## src/rtl/obdrd_pkg.sv

```systemverilog
// Package: shared types, PID table and formula codes for the OBD response decoder.
`default_nettype none
package obdrd_pkg;

    localparam int TABLE_SIZE = 30;
    localparam logic [10:0] ID_LOW = 11'h7E8;
    localparam logic [10:0] ID_HIGH = 11'h7EF;
    localparam logic [7:0] MODE_RESPONSE = 8'h41;

    typedef enum logic [3:0] {
        F_NONE, F_PCT, F_M40, F_X3, F_A, F_Q4, F_ADV, F_D100, F_X,
        F_D1000, F_P255, F_D32K, F_FUEL, F_D20, F_M125
    } formula_t;

    typedef struct packed {
        logic load;
        logic write;
        logic sel_out;
    } dp_cmd_t;

    typedef struct packed {
        logic is_read;
        logic hit;
    } dp_stat_t;

    function automatic logic [7:0] pid_at(input logic [4:0] idx);
        logic [7:0] p;
        begin
            unique case (idx)
                5'd0: p = 8'h04; 5'd1: p = 8'h05; 5'd2: p = 8'h0A; 5'd3: p = 8'h0B;
                5'd4: p = 8'h0C; 5'd5: p = 8'h0D; 5'd6: p = 8'h0E; 5'd7: p = 8'h0F;
                5'd8: p = 8'h10; 5'd9: p = 8'h11; 5'd10: p = 8'h1F; 5'd11: p = 8'h21;
                5'd12: p = 8'h2F; 5'd13: p = 8'h31; 5'd14: p = 8'h33; 5'd15: p = 8'h42;
                5'd16: p = 8'h43; 5'd17: p = 8'h44; 5'd18: p = 8'h45; 5'd19: p = 8'h46;
                5'd20: p = 8'h47; 5'd21: p = 8'h49; 5'd22: p = 8'h4A; 5'd23: p = 8'h4C;
                5'd24: p = 8'h51; 5'd25: p = 8'h52; 5'd26: p = 8'h5C; 5'd27: p = 8'h5D;
                5'd28: p = 8'h5E; 5'd29: p = 8'h61;
                default: p = 8'h00;
            endcase
            return p;
        end
    endfunction

    function automatic formula_t formula_of(input logic [7:0] pid);
        formula_t f;
        begin
            unique case (pid)
                8'h04, 8'h11, 8'h2F, 8'h45, 8'h47, 8'h49, 8'h4A, 8'h4C, 8'h52: f = F_PCT;
                8'h05, 8'h0F, 8'h46, 8'h5C: f = F_M40;
                8'h0A: f = F_X3;
                8'h0B, 8'h0D, 8'h33, 8'h51: f = F_A;
                8'h0C: f = F_Q4;
                8'h0E: f = F_ADV;
                8'h10: f = F_D100;
                8'h1F, 8'h21, 8'h31: f = F_X;
                8'h42: f = F_D1000;
                8'h43: f = F_P255;
                8'h44: f = F_D32K;
                8'h5D: f = F_FUEL;
                8'h5E: f = F_D20;
                8'h61: f = F_M125;
                default: f = F_NONE;
            endcase
            return f;
        end
    endfunction

endpackage
`default_nettype wire

```

## src/rtl/obdrd_ctrl.sv

```systemverilog
// Controller: sequences one request through decode, store update and result.
`default_nettype none
module obdrd_ctrl
    import obdrd_pkg::*;
(
    input  wire logic     aclk,
    input  wire logic     aresetn,
    input  wire logic     in_fire,
    input  wire logic     out_fire,
    input  wire dp_stat_t stat,
    output logic          in_ready,
    output logic          out_valid,
    output dp_cmd_t       cmd
);
    typedef enum logic [1:0] {S_IDLE, S_EXEC, S_HOLD} state_t;
    state_t state_reg;

    always_comb begin
        cmd.load = in_fire;
        cmd.write = (state_reg == S_EXEC) && !stat.is_read && stat.hit;
        cmd.sel_out = (state_reg == S_EXEC);
        in_ready = (state_reg == S_IDLE);
    end

    always_ff @(posedge aclk) begin
        if (!aresetn) begin
            state_reg <= S_IDLE;
            out_valid <= 1'b0;
        end else begin
            unique case (state_reg)
                S_IDLE: if (in_fire) state_reg <= S_EXEC;
                S_EXEC: begin
                    state_reg <= S_HOLD;
                    out_valid <= 1'b1;
                end
                S_HOLD: if (out_fire) begin
                    state_reg <= S_IDLE;
                    out_valid <= 1'b0;
                end
                default: state_reg <= S_IDLE;
            endcase
        end
    end
endmodule
`default_nettype wire

```

## config.mk

```make
export PLATFORM = sky130hd
export DESIGN_NAME = obdrd_ctrl
export DESIGN_NICKNAME = d
export VERILOG_FILES = /design/src/rtl/obdrd_pkg.sv /design/src/rtl/obdrd_ctrl.sv
export SDC_FILE = /design/constraint.sdc
export NUM_CORES = 1
export LEC_CHECK = 0
export BUFFER_PORTS_ARGS = -buffer_cell sky130_fd_sc_hd__buf_4
export CORE_AREA = 4 4 41 43
export DETAILED_ROUTE_END_ITERATION = 10
export DIE_AREA = 0 0 45 47
export GPL_TIMING_DRIVEN = 0
export HOLD_SLACK_MARGIN = 0.02
export PLACE_DENSITY = 0.3
export SETUP_SLACK_MARGIN = 0.5
export SLEW_MARGIN = 20
export SYNTH_ARGS = -nofsm -noshare
export SYNTH_HDL_FRONTEND = slang
export SYNTH_SLANG_ARGS = --single-unit
```

## constraint.sdc

```tcl
create_clock -name aclk -period 0.95 [get_ports aclk]
set_input_delay 0.0475 -clock aclk [delete_from_list [all_inputs] [get_ports aclk]]
set_output_delay 0.0475 -clock aclk [all_outputs]
set_load 0.01 [all_outputs]
```

# [Word level (Yosys, flattened, before mapping)]
# Index checks and enable logic that the tools add are counted.
[word_totals] register_bits=3 inputBits=6 out_inout_bits=5 elab_cells=18
[classes] eq_ne=4 mux=5 reduce_logical=7
[ops] op="one-hot mux 2 bit (3 select lines)" count=1
[ops] op="two-way mux 2 bit" count=2
[ops] op="inequality test 2 bit, second input constant" count=2
[ops] op="AND reduction 2 bit" count=2
[ops] op="equality test 2 x 1 -> 1 bit, second input constant" count=1
[ops] op="equality test 2 bit, second input constant" count=1
[ops] op="logical AND 1 bit" count=2
[ops] op="zero test 2 bit" count=1
[ops] op="one-hot mux 1 bit (2 select lines)" count=1
[ops] op="nonzero test 2 bit" count=1
[ops] op="zero test 1 bit" count=1
[ops] op="two-way mux 1 bit" count=1

# [Depth between registers and ports, before layout]
# Gate-level depths: netlist (run 1).
[depth] ltp_word=3 mapped_depth=2 mapped_depth_nobuf=2

# [Least setup slack after synthesis (run 1)]
# OpenSTA, ideal clock, no wires.
[synth_path] path_type="register -> output" start="register state_reg[0]" end="output cmd[1] (netlist name)" t_arrival_ns=0.778 required_ns=0.902 slack_ns=0.125 path_stages_with_launch=3 path_buffers=0 cell_sequence="dfxtp_1 nor2b_2 and3b_1"
[synth_lines] item="start: declaration" line="obdrd_ctrl.sv:16" text="state_t state_reg;"
[synth_lines] item="start signal: assignment" line="obdrd_ctrl.sv:27" text="state_reg <= S_IDLE;"
[synth_lines] item="start signal: assignment" line="obdrd_ctrl.sv:31" text="S_IDLE: if (in_fire) state_reg <= S_EXEC;"
[synth_lines] item="start signal: assignment" line="obdrd_ctrl.sv:33" text="state_reg <= S_HOLD;"
[synth_lines] item="end: declaration" line="obdrd_ctrl.sv:13" text="output dp_cmd_t cmd"

==> flow_metrics.tcl, run 1 <==
set metrics [dict create \
    ys_ff_latch 3 \
    peakVddDrop_v 0.000396 \
    grt_usage_pct 5.13 \
    hold_slack_ns 0.0413 \
    grt_max_degree 6 \
    synth_xor_area_share_pct 0 \
    netlist_instances 13 \
    numCtsBuffers 3 \
    die_x_um 45 \
    grt_first_pass_wirelength_um 669 \
    synth_compound_area_share_pct 19.8 \
    ios 11 \
    final_common_cell "buf_4" \
    yosys.area.top_type "dfxtp_1" \
    relSlewSlack_pct 89.0 \
    dp_slack_ns 0.128 \
    dieArea_um2 2120 \
    rows 13 \
    drive_gt1_share_pct 79.3 \
    violations "negative setup slack" \
    muxShareOfSynthArea_pct 0 \
    cts_max_level 1 \
    avgViaCountPerCell 3.50 \
    drt-wirelength-per-cell_um 8.70 \
    hp-class "in2reg" \
    fmaxAchievable_ghz 0.987 \
    final_cell_mix "buf_4 (8), buf_6 (5), clkbuf_4 (3)" \
    io_buffers 10 \
    cp-startpoint "state_reg[1]$_SDFFE_PN0P_" \
    drc 0 \
    synthAdderAreaFrac_pct 0 \
    synth_top_family_by_area "simple AND/OR/NAND/NOR gates" \
    clk_latency_ns 0.23 \
    crit_path_start_kind "register" \
    skew_ns 0.000860 \
    multiInputGateArea_um2 72.6 \
    critPathCapture "cmd[1]" \
    start_util_pct 10.2 \
    hold_violations 0 \
    avgSynthCellArea_um2 10.2 \
    final_util_pct 23.4 \
    reg2reg_setup_slack_ns 0.13 \
    die_h_um 47 \
    synth_top_area_share_pct 45.3 \
    cts_hold_buf 0 \
    setup_slack_ns -0.0632 \
    leakage_nw 0.142 \
    synth_nets 19 \
    maxCapViolCount 0 \
    antenna_found_initial 0 \
    clkTransAtPathRegs_ns 0.04 \
    setup_violations 1 \
    post_dp_cell_area_um2 236 \
    place_congestion 0.548 \
    synth.area.top_cells "dfxtp_1 (45%), o221a_1 (8.5%), and3b_1 (6.6%)" \
    rsz0062_at_grt "true" \
    wirelength_um 383 \
    largest_reg_flops 2 \
    synth_cell_type_count 11 \
    r2r-start "state_reg[0]$_SDFFE_PN0P_" \
    status "finished, violations left" \
    seqCellArea_um2 66.3 \
    cts_sinks 3 \
    post-route-period-util_pct 107 \
    rr_worst_depth 3 \
    fin_crit_ns 1.01 \
    nets 36 \
    endpoint_kind "output port" \
    timing.rr.end "state_reg[1]$_SDFFE_PN0P_" \
    syn_to_final_growth_pct 129 \
    crit_arrival_ns 0.97 \
    yosysSeqAreaShare_pct 45.3 \
    worst_slew_pin_slew_ns 0.165 \
    fin_area_um2 304 \
    gr-total-overflow 0 \
    ant_nets 0 \
    cts_buffer_depth 2 \
    drtPass1Iterations 2 \
    synthSimpleGateAreaFrac_pct 26.4 \
    core-area_um2 1300 \
    path_max_fanout 5 \
    root_buffer "clkbuf_4" \
    slew_viol_final 0 \
    power_density_nw_per_um2 1490 \
    grt_pass1_vias 184 \
    cts_tree "built" \
    ys_warn_count 0 \
    n_antenna_cell 0 \
    criticalPathCategory "reg2out" \
    fillers 151 \
    vias 154 \
    cp_data_required_time_ns 0.90 \
    syn_area_um2 133 \
    drt-initial-drc-count 1 \
]
==> timing repair <==
| action | 4_1_cts | 5_1_grt |
|---|---|---|
| hold endpoints to repair | 0 | 0 |
| gates resized for setup | 5 | 3 |
| buffers inserted | 2 | 0 |
| setup endpoints to repair | 8 | 8 |
| pin swaps | 0 | 1 |
==> final cells by class <==
type	instances	area share, %
timing repair buffer	12	34.6
buffer	1	3.70
tap	15	6.17
multi-input combinational	8	23.9
sequential	3	21.8
clock buffer	4	8.64
inverter	1	1.23
==> report_power, final <==
part	leakage [nW]	switching (mW)	total [mW]	internal, mW
clock	0.0150	0.0614	0.219	0.157
sequential	0.0261	0.00893	0.144	0.136
combinational	0.101	0.0292	0.0886	0.0594
total	0.142	0.0996	0.452	0.352
==> worst max-delay path, cell delays in order, from the launching register on <==
cell and delay (ns):
dfxtp_4 0.35, nor2b_4 0.10, and3b_2 0.18, buf_6 0.10
==> cell families (layout without fill, tap and decap cells) <==
group | Yosys count | after routing
AO/OA/AOI/OAI | 3 | 3
buffers and inverters | 2 | 18
flip-flops | 3 | 3
AND/OR/NAND/NOR | 5 | 5
==> per-layer routing <==
metal	global-route usage (%)	routed length, µm	share of wire, %
met4	5.26	0	0
met3	4.98	43	11
met1	3.17	149	39
met2	8.19	190	50
met5	0	0	0
==> cell usage after synthesis, drive strengths merged <==
cell type	number
o221a	1
nor2	1
buf	1
nor2b	1
dfxtp	3
and3b	1
inv	1
nor3b	1
o21a	1
a21boi	1
and3	1
==> metrics by stage <==
| stage | cells | setup TNS [ns] | total power [mW] |
|---|---|---|---|
| finish | 44 | -0.0632 | 0.452 |
| global route | 44 | -0.209 | 0.490 |
| CTS | 44 | -0.0907 | 0.465 |
| detailed placement | 38 | 0 | 0.219 |
| global placement | 38 | 0 | 0.218 |
| floorplan | 13 | 0 | 0.177 |
==> worst min-delay path by stage <==
stage | start | endpoint | slack (ns) | cells past startpoint
6_report | aresetn | state_reg[1]$_SDFFE_PN0P_ | 0.04 | 2
5_1_grt | aresetn | state_reg[1]$_SDFFE_PN0P_ | 0.05 | 2
4_1_cts | aresetn | state_reg[1]$_SDFFE_PN0P_ | 0.03 | 2
3_5_place_dp | aresetn | state_reg[1]$_SDFFE_PN0P_ | 0.28 | 2
3_3_place_gp | in_fire | state_reg[0]$_SDFFE_PN0P_ | 0.29 | 2
2_1_floorplan | aresetn | state_reg[1]$_SDFFE_PN0P_ | 0.17 | 1
(Power assumes the default switching activity.)
==> inputs of run 2 (changes only) <==
Settings changed: PLACE_DENSITY 0.3 to default, PLACE_DENSITY_LB_ADDON from default to 0.3.
Clock period 0.95 ns to 0.8 ns, I/O delays scaled along.
==> run 2 against run 1 <==
Effect of this change: largest power group unchanged; cell count up 2.3%; critical endpoint unchanged; the run still ends with negative setup slack left; design area rose by 4.5%; global-route usage up 0.56 points; first-iteration DRC count grew to 5.0 times the previous value; clock skew hardly changed; clock power rose by 26%; core utilization increased by 1.1 points; register-to-register slack worse by 0.20 ns.
==> flow_metrics.tcl, run 2 (synthesis gave the netlist of run 1 again) <==
set metrics [dict create \
    crit_chain "nor2b_4 -> and3b_2 -> buf_6" \
    place_congestion 0.564 \
    drt-wirelength-per-cell_um 11.0 \
    endpoint_kind "output port" \
    min_from "in_fire" \
    largest_reg_flops 2 \
    path_buf_inv 1 \
    r2r-start "state_reg[1]$_SDFFE_PN0P_" \
    ant_nets 0 \
    grt_usage_pct 5.69 \
    maxCapViolCount 0 \
    hold_depth 2 \
    cp_data_required_time_ns 0.76 \
    rr_worst_depth 3 \
    final_util_pct 24.4 \
    n_antenna_cell 0 \
    power_density_nw_per_um2 1770 \
    path_max_fanout 2 \
    multiInputGateArea_um2 75.1 \
    violations "negative setup slack" \
    dp_cells 38 \
    criticalPathCategory "reg2out" \
    timing.rr.end "out_valid$_SDFFE_PN0P_" \
    core-area_um2 1300 \
    critPathSlowestCell "dfxtp_2" \
    hp-class "in2reg" \
    final_common_cell "buf_4" \
    cts_sinks 3 \
    die_x_um 45 \
    seqCellArea_um2 66.3 \
    drtPass1Iterations 2 \
    hold_violations 0 \
    setup_violations 5 \
    cts_max_level 1 \
    fin_area_um2 318 \
    fin_total_pwr_mw 0.564 \
    skew_ns 0.00127 \
    nets 37 \
    cts_tree "built" \
    leakage_nw 0.149 \
    vias 171 \
    crit_path_start_kind "register" \
    cp_slowest_stage_delay_ns 0.33 \
    clkTransAtPathRegs_ns 0.04 \
    die_h_um 47 \
    fin_crit_ns 1.03 \
    root_buffer "clkbuf_4" \
    drt-initial-drc-count 5 \
    stdcell_count 45 \
    wirelength_um 495 \
    drc 0 \
    io_buffers 10 \
    relSlewSlack_pct 92.3 \
    ios 11 \
    grt_max_degree 6 \
    rows 13 \
    antenna_found_initial 0 \
    slew_viol_final 0 \
    post-route-period-util_pct 129 \
    start_util_pct 10.2 \
    worst_slew_pin_slew_ns 0.116 \
    reg2reg_setup_slack_ns -0.07 \
    post_dp_cell_area_um2 236 \
    gr-total-overflow 0 \
    crit_arrival_ns 0.99 \
    final_cell_mix "buf_4 (8), buf_6 (6), clkbuf_4 (3)" \
    rsz0062_at_grt "true" \
    dieArea_um2 2120 \
    syn_to_final_growth_pct 140 \
    status "finished, violations left" \
    critPathTopFamily "flip-flops" \
    grt_first_pass_wirelength_um 765 \
    cp.depth 3 \
    clk_latency_ns 0.23 \
    peakVddDrop_v 0.00116 \
    fillers 153 \
    grt_pass1_vias 184 \
    drive_gt1_share_pct 83.3 \
    avgViaCountPerCell 3.80 \
    hold_end "state_reg[0]$_SDFFE_PN0P_" \
    cts_buffer_depth 2 \
    dp_slack_ns -0.0262 \
    fmaxAchievable_ghz 0.973 \
    setup_slack_ns -0.228 \
    numCtsBuffers 3 \
]
-- run 2: stage by stage --
| step | TNS (ns) | hold slack [ns] |
|---|---|---|
| final | -0.659 | 0.0264 |
| after global routing | -0.858 | 0.0219 |
| after CTS | -0.676 | 0.0229 |
| after detailed placement | -0.0262 | 0.274 |
| after global placement | -0.00958 | 0.261 |
| after floorplan | 0 | 0.158 |
-- run 2: where the power goes --
group	total [mW]	internal [mW]	switching, mW
logic	0.116	0.0766	0.0393
clock network	0.276	0.188	0.0881
registers	0.172	0.161	0.0114
total	0.564	0.425	0.139
-- run 2: metal layers --
layer	track usage, %	vias to the layer above	part of all wire, %
li1	-	80	-
met1	5.00	78	38
met2	7.91	13	39
met3	8.43	0	23
met4	0	0	0
met5	0	-	0
-- run 2: final cells by class --
type                    count  area share (%)
well taps                  15            5.91
clock buffers               4            8.27
multi-input cells           8            23.6
flip-flops and latches      3            20.9
plain buffers               1            3.54
repair buffers             13            36.6
inverters                   1            1.18
-- run 2: how the worst max path moves through the flow --
stage                                          from                   endpoint  slack (ns)
after floorplan           state_reg[1]$_SDFFE_PN0P_  state_reg[0]$_SDFFE_PN0P_        0.05
after global placement    state_reg[0]$_SDFFE_PN0P_                     cmd[1]       -0.01
after detailed placement  state_reg[0]$_SDFFE_PN0P_                     cmd[1]       -0.03
after CTS                 state_reg[0]$_SDFFE_PN0P_                     cmd[1]       -0.23
after global routing      state_reg[0]$_SDFFE_PN0P_                     cmd[1]       -0.26
final                     state_reg[0]$_SDFFE_PN0P_                     cmd[1]       -0.23
-- run 2: what timing repair did --
action                                  4_1_cts  5_1_grt
hold buffers                                  0        0
pin swaps                                     1        2
setup buffers                                 3        0
resized for setup                             8        2
endpoints found under the setup margin        8        8
